===== src/b64_pkg.sv =====
package b64_pkg;

  // character codes
  localparam logic [7:0] PadChar   = 8'h3D;
  localparam logic [7:0] CrChar    = 8'h0D;
  localparam logic [7:0] LfChar    = 8'h0A;
  localparam logic [7:0] UpperBase = 8'h41;
  localparam logic [7:0] LowerBase = 8'h61;
  localparam logic [7:0] DigitBase = 8'h30;
  localparam logic [7:0] PlusChar  = 8'h2B;
  localparam logic [7:0] SlashChar = 8'h2F;

  // configuration port
  localparam int unsigned AddrW = 3;
  localparam logic        RegDirection = 1'b0;
  localparam logic        DirEncode = 1'b0;

  // result queue depth: one waiting result plus one full encoded group
  localparam int unsigned QDepth = 5;

  typedef struct packed {
    logic [7:0] out_byte;
    logic       out_valid;
    logic       out_last;
  } res_t;

  typedef struct packed {
    logic [23:0]    group_bits;
    logic [2:0]     group_count;
    logic [2:0]     res_count;
    res_t [3:0]     res;
  } step_t;

  // sextet to base64 alphabet character
  function automatic logic [7:0] sextet_to_char(input logic [5:0] s);
    logic [7:0] c;
    if (s < 6'd26) begin
      c = UpperBase + {2'b00, s};
    end else if (s < 6'd52) begin
      c = LowerBase + {2'b00, s - 6'd26};
    end else if (s < 6'd62) begin
      c = DigitBase + {2'b00, s - 6'd52};
    end else if (s == 6'd62) begin
      c = PlusChar;
    end else begin
      c = SlashChar;
    end
    return c;
  endfunction

  // alphabet character to sextet, anything else maps to zero
  function automatic logic [5:0] char_to_sextet(input logic [7:0] c);
    logic [7:0] d;
    d = 8'h00;
    if (c inside {[8'h41:8'h5A]}) begin
      d = c - UpperBase;
    end else if (c inside {[8'h61:8'h7A]}) begin
      d = c - LowerBase + 8'd26;
    end else if (c inside {[8'h30:8'h39]}) begin
      d = c - DigitBase + 8'd52;
    end else if (c == PlusChar) begin
      d = 8'd62;
    end else if (c == SlashChar) begin
      d = 8'd63;
    end
    return d[5:0];
  endfunction

endpackage


===== src/b64_if.sv =====
interface b64_in_if;
  logic       valid;
  logic       ready;
  logic [7:0] in_byte;
  logic       in_last;

  modport source (output valid, output in_byte, output in_last, input ready);
  modport sink (input valid, input in_byte, input in_last, output ready);
endinterface

interface b64_out_if;
  logic       valid;
  logic       ready;
  logic [7:0] out_byte;
  logic       out_valid;
  logic       out_last;

  modport source (output valid, output out_byte, output out_valid, output out_last,
                  input ready);
  modport sink (input valid, input out_byte, input out_valid, input out_last,
                output ready);
endinterface


===== src/b64_step.sv =====
module b64_step import b64_pkg::*; (
  input  logic        direction_i,
  input  logic [23:0] group_bits_i,
  input  logic [2:0]  group_count_i,
  input  logic [7:0]  in_byte_i,
  input  logic        in_last_i,
  output step_t       step_o
);

  // per-item encode / decode step
  always_comb begin
    logic [23:0] gb_new;
    logic [23:0] triple;
    logic [2:0]  cnt_inc;
    logic [2:0]  n;
    logic        skip;
    logic        have;
    logic [7:0]  dbyte;

    step_o  = '0;
    gb_new  = '0;
    triple  = '0;
    cnt_inc = '0;
    n       = '0;
    skip    = 1'b0;
    have    = 1'b0;
    dbyte   = '0;

    if (direction_i == DirEncode) begin
      // gather bytes, flush four characters on a full group or on last
      gb_new  = {group_bits_i[15:0], in_byte_i};
      cnt_inc = group_count_i + 3'd1;
      step_o.group_bits  = gb_new;
      step_o.group_count = cnt_inc;
      if (cnt_inc >= 3'd3 || in_last_i) begin
        n = (cnt_inc > 3'd3) ? 3'd3 : cnt_inc;
        case (n)
          3'd0:    triple = '0;
          3'd1:    triple = {gb_new[7:0], 16'h0000};
          3'd2:    triple = {gb_new[15:0], 8'h00};
          default: triple = gb_new;
        endcase
        for (int i = 0; i < 4; i++) begin
          step_o.res[i].out_byte  = (3'(i) <= n) ? sextet_to_char(triple[18-6*i +: 6])
                                                 : PadChar;
          step_o.res[i].out_valid = 1'b1;
          step_o.res[i].out_last  = in_last_i && (i == 3);
        end
        step_o.res_count   = 3'd4;
        step_o.group_bits  = '0;
        step_o.group_count = '0;
      end
    end else begin
      // pad and line breaks add no bits
      skip = (in_byte_i == PadChar) || (in_byte_i == CrChar) || (in_byte_i == LfChar);
      step_o.group_bits  = group_bits_i;
      step_o.group_count = group_count_i;
      if (!skip) begin
        gb_new  = {group_bits_i[17:0], char_to_sextet(in_byte_i)};
        cnt_inc = group_count_i + 3'd1;
        step_o.group_bits  = gb_new;
        step_o.group_count = cnt_inc;
        if (cnt_inc == 3'd2) begin
          have  = 1'b1;
          dbyte = gb_new[11:4];
        end else if (cnt_inc == 3'd3) begin
          have  = 1'b1;
          dbyte = gb_new[9:2];
        end else if (cnt_inc inside {[3'd4:3'd7]}) begin
          have  = 1'b1;
          dbyte = gb_new[7:0];
          step_o.group_bits  = '0;
          step_o.group_count = '0;
        end
      end
      // one byte, or a bare end marker on a last item with no byte
      if (have || in_last_i) begin
        step_o.res_count        = 3'd1;
        step_o.res[0].out_byte  = have ? dbyte : 8'h00;
        step_o.res[0].out_valid = have;
        step_o.res[0].out_last  = in_last_i;
      end
      if (in_last_i) begin
        step_o.group_bits  = '0;
        step_o.group_count = '0;
      end
    end
  end

endmodule


===== src/base64_codec_top.sv =====
// base64 stream codec, direction set by the direction register
// (0: bytes to base64 text, 1: base64 text to bytes).
// in_i takes one byte or character per transfer with in_last on the final item
// of a stream. out_o gives one result per transfer: out_byte, out_valid (low for
// a bare end marker) and out_last on the final result of the stream.
// Results of an accepted item are registered into the result queue behind any
// that wait. Throughput: decoding takes one item per cycle while out_o does not
// stall. Encoding turns three bytes into four characters on the single-result
// output, so input is held back while the five-entry result queue drains; the
// queue accepts an item while it holds at most one result.
// When out_o stalls, results wait in the queue and in_i.ready drops once more
// than one result waits; no result is lost.
// The APB port writes direction at byte address 0; a direction write clears a
// partial group. Reset selects encoding and empties the queue and the group state.
module base64_codec_top import b64_pkg::*; (
  input  logic              clk_i,
  input  logic              rst_ni,
  input  logic              psel,
  input  logic              penable,
  input  logic              pwrite,
  input  logic [AddrW-1:0]  paddr,
  input  logic [31:0]       pwdata,
  output logic [31:0]       prdata,
  output logic              pready,
  b64_in_if.sink            in_i,
  b64_out_if.source         out_o
);

  logic                  dir_q;
  logic [23:0]           gb_q;
  logic [2:0]            gc_q;
  res_t [QDepth-1:0]     q_q, q_d;
  logic [2:0]            cnt_q, cnt_d;
  logic [2:0]            base;
  logic                  cfg_we;
  logic                  in_fire;
  logic                  out_fire;
  logic                  out_valid_w;
  step_t                 step;

  // configuration port
  assign pready = 1'b1;
  assign cfg_we = psel && penable && pwrite && pready && (paddr[2] == RegDirection);
  assign prdata = (paddr[2] == RegDirection) ? {31'b0, dir_q} : 32'b0;

  // handshakes
  assign in_i.ready    = (cnt_q <= 3'd1);
  assign in_fire       = in_i.valid && in_i.ready;
  assign out_valid_w   = (cnt_q != 3'd0);
  assign out_fire      = out_valid_w && out_o.ready;
  assign out_o.valid     = out_valid_w;
  assign out_o.out_byte  = q_q[0].out_byte;
  assign out_o.out_valid = q_q[0].out_valid;
  assign out_o.out_last  = q_q[0].out_last;

  b64_step u_step (
    .direction_i   (dir_q),
    .group_bits_i  (gb_q),
    .group_count_i (gc_q),
    .in_byte_i     (in_i.in_byte),
    .in_last_i     (in_i.in_last),
    .step_o        (step)
  );

  // result queue: shift out at the head, append new results behind
  always_comb begin
    base = out_fire ? cnt_q - 3'd1 : cnt_q;
    for (int i = 0; i < QDepth - 1; i++) begin
      q_d[i] = out_fire ? q_q[i+1] : q_q[i];
    end
    q_d[QDepth-1] = q_q[QDepth-1];
    for (int i = 0; i < QDepth; i++) begin
      for (int j = 0; j < 4; j++) begin
        if (in_fire && (3'(j) < step.res_count) && (base + 3'(j) == 3'(i))) begin
          q_d[i] = step.res[j];
        end
      end
    end
    cnt_d = base + (in_fire ? step.res_count : 3'd0);
  end

  // control and group state
  always_ff @(posedge clk_i or negedge rst_ni) begin
    if (!rst_ni) begin
      dir_q <= DirEncode;
      gb_q  <= '0;
      gc_q  <= '0;
      cnt_q <= '0;
    end else begin
      cnt_q <= cnt_d;
      if (cfg_we) begin
        dir_q <= pwdata[0];
        gb_q  <= '0;
        gc_q  <= '0;
      end else if (in_fire) begin
        gb_q <= step.group_bits;
        gc_q <= step.group_count;
      end
    end
  end

  // queue payload
  always_ff @(posedge clk_i) begin
    q_q <= q_d;
  end

`ifndef SYNTHESIS
  a_queue_bound : assert property (@(posedge clk_i) disable iff (!rst_ni)
    cnt_q <= 3'(QDepth))
    else $error("result queue overflow");

  a_last_gives_result : assert property (@(posedge clk_i) disable iff (!rst_ni)
    in_fire && in_i.in_last |=> cnt_q != 3'd0)
    else $error("last item produced no result");

  a_last_clears_group : assert property (@(posedge clk_i) disable iff (!rst_ni)
    in_fire && in_i.in_last |=> gc_q == 3'd0 && gb_q == 24'd0)
    else $error("group state not cleared at end of stream");
`endif

endmodule


===== src/flat_wrapper.sv =====
// flat-port wrapper written by rule: the top's interface ports become plain ports
module base64_codec_top_flat import b64_pkg::*;
  (clk_i, rst_ni, psel, penable, pwrite, paddr, pwdata, prdata, pready, in_i_valid, in_i_in_byte, in_i_in_last, in_i_ready, out_o_valid, out_o_out_byte, out_o_out_valid, out_o_out_last, out_o_ready);
  b64_in_if in_i_i ();
  b64_out_if out_o_i ();
  input  logic clk_i;
  input  logic rst_ni;
  input  logic psel;
  input  logic penable;
  input  logic pwrite;
  input  logic [AddrW-1:0] paddr;
  input  logic [31:0] pwdata;
  output logic [31:0] prdata;
  output logic pready;
  input wire logic [$bits(in_i_i.valid)-1:0] in_i_valid;
  input wire logic [$bits(in_i_i.in_byte)-1:0] in_i_in_byte;
  input wire logic [$bits(in_i_i.in_last)-1:0] in_i_in_last;
  output wire logic [$bits(in_i_i.ready)-1:0] in_i_ready;
  output wire logic [$bits(out_o_i.valid)-1:0] out_o_valid;
  output wire logic [$bits(out_o_i.out_byte)-1:0] out_o_out_byte;
  output wire logic [$bits(out_o_i.out_valid)-1:0] out_o_out_valid;
  output wire logic [$bits(out_o_i.out_last)-1:0] out_o_out_last;
  input wire logic [$bits(out_o_i.ready)-1:0] out_o_ready;
  assign in_i_i.valid = in_i_valid;
  assign in_i_i.in_byte = in_i_in_byte;
  assign in_i_i.in_last = in_i_in_last;
  assign in_i_ready = in_i_i.ready;
  assign out_o_valid = out_o_i.valid;
  assign out_o_out_byte = out_o_i.out_byte;
  assign out_o_out_valid = out_o_i.out_valid;
  assign out_o_out_last = out_o_i.out_last;
  assign out_o_i.ready = out_o_ready;
  base64_codec_top u_core (.clk_i(clk_i), .rst_ni(rst_ni), .psel(psel), .penable(penable), .pwrite(pwrite), .paddr(paddr), .pwdata(pwdata), .prdata(prdata), .pready(pready), .in_i(in_i_i), .out_o(out_o_i));
endmodule

===== config.mk =====
export PLATFORM = sky130hd
export DESIGN_NAME = base64_codec_top_flat
export DESIGN_NICKNAME = d
export VERILOG_FILES = /design/src/b64_pkg.sv /design/src/b64_if.sv /design/src/b64_step.sv /design/src/base64_codec_top.sv /design/src/flat_wrapper.sv
export SDC_FILE = /design/constraint.sdc
export NUM_CORES = 1
export LEC_CHECK = 0
export BUFFER_PORTS_ARGS = -buffer_cell sky130_fd_sc_hd__buf_2
export CAP_MARGIN = 20
export CELL_PAD_IN_SITES_DETAIL_PLACEMENT = 1
export CELL_PAD_IN_SITES_GLOBAL_PLACEMENT = 2
export CORE_AREA = 10 10 159 161
export DETAILED_ROUTE_END_ITERATION = 7
export DIE_AREA = 0 0 169 171
export PLACE_DENSITY = 0.87
export SYNTH_ARGS = -nofsm -noshare
export SYNTH_HDL_FRONTEND = slang
export SYNTH_SLANG_ARGS = --single-unit

===== constraint.sdc =====
create_clock -name clk_i -period 8.6 [get_ports clk_i]
set_clock_uncertainty 0.2 [all_clocks]
set_input_delay 1.29 -clock clk_i [delete_from_list [all_inputs] [get_ports clk_i]]
set_output_delay 1.29 -clock clk_i [all_outputs]
set_load 0.05 [all_outputs]

==> flow_summary.json <==
{
  "num_rows": 55,
  "yosys_warnings": 0,
  "synth_edf_count": 50,
  "cts-htree-levels": 3,
  "drv_slew": 0,
  "cts_num_sinks": 73,
  "status": "complete, no violations",
  "fin_tns_setup_ns": 0,
  "power_density_mw_per_mm2": 373.1,
  "area_growth_pct": 5.250,
  "die_y_um": 171,
  "path_buf_inv": 2,
  "yosys-top-cells-area": "edfxtp_1 (18%), ha_1 (8.5%), dfrtp_1 (6.7%)",
  "critPathArrivalTime_ns": 5.41,
  "ir_drop_mv": 0.1536,
  "critPathLaunchType": "register",
  "cts_setup_buffers": 0,
  "fin_util": 0.4040,
  "critical_path.max_stage_delay_ns": 0.76,
  "seq_area_sq_mm": 0.002077,
  "placed_area_sq_mm": 0.008682,
  "yosysTopAreaCell": "edfxtp_1",
  "slowest_stage": "a211oi_1",
  "first_iter_violations": 890,
  "place.gp.congestion": 0.8948,
  "grt_pass1_wl_um": 48570,
  "async_flop_share": 0.3151,
  "setup_violations": 0,
  "antenna_found_initial": 0,
  "first_pass_iters": 5,
  "cts_resized": 0,
  "core_sq_mm": 0.02223,
  "fmaxAchievable_ghz": 0.1821,
  "grt_usage": 0.2081,
  "die_x_um": 169,
  "via_per_inst": 6.377,
  "portBuffers": 30,
  "pin_count": 96,
  "synth_ff_type": "edfxtp_1",
  "grt_pass1_vias": 8550,
  "start_util": 0.3838,
  "worst_setup_path_end_kind": "register",
  "overflow": 0,
  "mappedNetlistArea_sq_mm": 0.008532,
  "synth.distinct_cells": 91,
  "criticalPathCategory": "register to register",
  "clock_path_buffers": 2,
  "drv_cap": 0,
  "slew_headroom": 0.3389,
  "nets": 1156,
  "fin_crit_sh": 0.6386,
  "synth_seq_cells": 73,
  "p_leak_nw": 3.621,
  "drive_above_1_share": 0.09506,
  "cts_tree": "yes",
  "cts_hold_buf": 0,
  "post-synth-top-count-cell": "nand2_1",
  "clkLatencyLatePin_ns": 0.36,
  "grt_max_degree": 39,
  "crit_chain": "inv_1 -> ha_1 -> nor2b_1 -> a32o_1 -> or2_0 -> inv_1 -> ha_1 -> a221oi_1 -> o21ai_0 -> o21ai_0 -> a211oi_1 -> a211oi_1 -> a21oi_1 -> a211o_1",
  "clk_pin_slew_ns": 0.07,
  "synthTopCellsByCount": "nand2_1 (124), nor2_1 (70), a21oi_1 (58), ha_1 (58), o21ai_0 (56)",
  "syn-instance-count": 1070,
  "multi_input_area_sq_mm": 0.005864,
  "cts_buffers": 9,
  "path_max_fanout": 16,
  "fin_crit_ns": 5.492,
  "via_count": 8533,
  "reg2reg_slack_ns": 3.11,
  "rsz0062_at_grt": "false",
  "fp.dieArea_sq_mm": 0.02890,
  "finalInstanceArea_sq_mm": 0.008980,
  "synth_seq_area_share": 0.2434,
  "wl_um": 31130,
  "synth_top_area_frac": 0.1760,
  "fillerInstances": 2695,
  "place_hpwl_um": 23590,
  "cts_root_buffer": "clkbuf_16",
  "drc": 0,
  "wl_per_cell_um": 23.27,
  "ant_nets": 0,
  "cp_top_family": "compound AO/OA/AOI/OAI gates",
  "final_hold_viol_count": 0,
  "worst_slew_pin_slew_ns": 0.9840,
  "avgSynthCellArea_sq_um": 7.974,
  "hp-class": "register to register",
  "required_ns": 8.51
}
-- area by class of cell --
cell class / count / share of cell area
repair buffers: 44 / 0.02856
diodes: 1 / 0.0002787
well taps: 285 / 0.03971
multi-input cells: 883 / 0.6531
clock buffers: 9 / 0.02508
flip-flops and latches: 73 / 0.2313
clock inverters: 7 / 0.006967
inverters: 36 / 0.01505
-- cells by family after synthesis --
logic type / share of synthesized area
and+or+nand+nor: 0.2291
AOI/OAI and AO/OA: 0.2932
buffers and inverters: 0.08432
DFF: 0.2434
adders and majority gates: 0.08506
xor gates and xnor gates: 0.04781
muxes: 0.01628
other: 0.0008802
-- cell usage in the layout (no fill, tap or decap), drive strengths merged, types with 9 or more instances in the layout --
master  Yosys  final
conb        2     32
nor2       71     71
nand2b     12     12
buf        59     44
inv        36     40
and3       13     13
or2        12     12
a211oi     11     11
edfxtp     50     50
nor4       14     14
dfrtp      23     23
o21ai      60     60
o31ai      18     18
or3        12     12
nor3       29     29
xnor2      31     31
a21o       15     15
clkbuf     49      9
a22oi      18     18
o221ai     10     10
ha         58     58
a21oi      59     59
nor2b      13     13
a221oi     18     18
o211ai     11     11
and2       16     16
o22ai      10     10
o21a        9      9
a31oi      22     22
nand2     125    125
xor2       13     13
nand3      25     25
-- flip-flops by register name (all words and copies together) (netlist names) --
name / count
u_core.out_o.out_byte: 8
u_core.out_o.out_last: 1
u_core.q_q: 40
u_core.dir_q: 1
u_core.gc_q: 3
u_core.out_o.out_valid: 1
u_core.gb_q: 16
u_core.cnt_q: 3
-- worst paths after layout --
check                                 from              end  cells after the start
hold reg to reg            u_core.gb_q[12]  u_core.gb_q[12]                      2
setup / recovery            u_core.gc_q[0]   u_core.q_q[25]                     14
setup reg to reg            u_core.gc_q[0]   u_core.q_q[25]                     14
hold / removal             u_core.gb_q[12]  u_core.gb_q[12]                      2
max in group asynchronous           rst_ni  u_core.cnt_q[2]                      1
min in group asynchronous           rst_ni  u_core.gb_q[10]                      1
-- power breakdown --
| part | leakage [nW] | switching [mW] | internal (mW) |
|---|---|---|---|
| Clock | 0.133 | 0.187 | 0.202 |
| Combinational | 2.70 | 1.56 | 0.754 |
| Sequential | 0.786 | 0.104 | 0.548 |
-- per-layer routing --
| metal | track usage | wire length, um | up-vias |
|---|---|---|---|
| met4 | 0.08443 | 1037 | 0 |
| met3 | 0.02845 | 1575 | 56 |
| met2 | 0.3480 | 14830 | 303 |
| li1 | - | - | 3927 |
| met5 | 0 | 0 | - |
| met1 | 0.2645 | 13690 | 4247 |
-- worst min-delay path, cell delays in order, from the launching register on --
cell and delay (ns):
dfrtp_1 0.36, nand2_1 0.05, o31ai_1 0.06
-- per-stage QoR --
step	cells	setup WS, ns	hold WS [ns]	power (mW)
2_1_floorplan	1100	3.885	0.2670	2.274
3_3_place_gp	1318	3.069	0.2800	2.853
3_5_place_dp	1320	3.076	0.2937	2.910
4_1_cts	1336	3.170	0.3080	3.309
5_1_grt	1337	2.634	0.3376	3.577
6_report	1338	3.108	0.3075	3.351
Note: power is estimated with default switching activity, not from simulation.
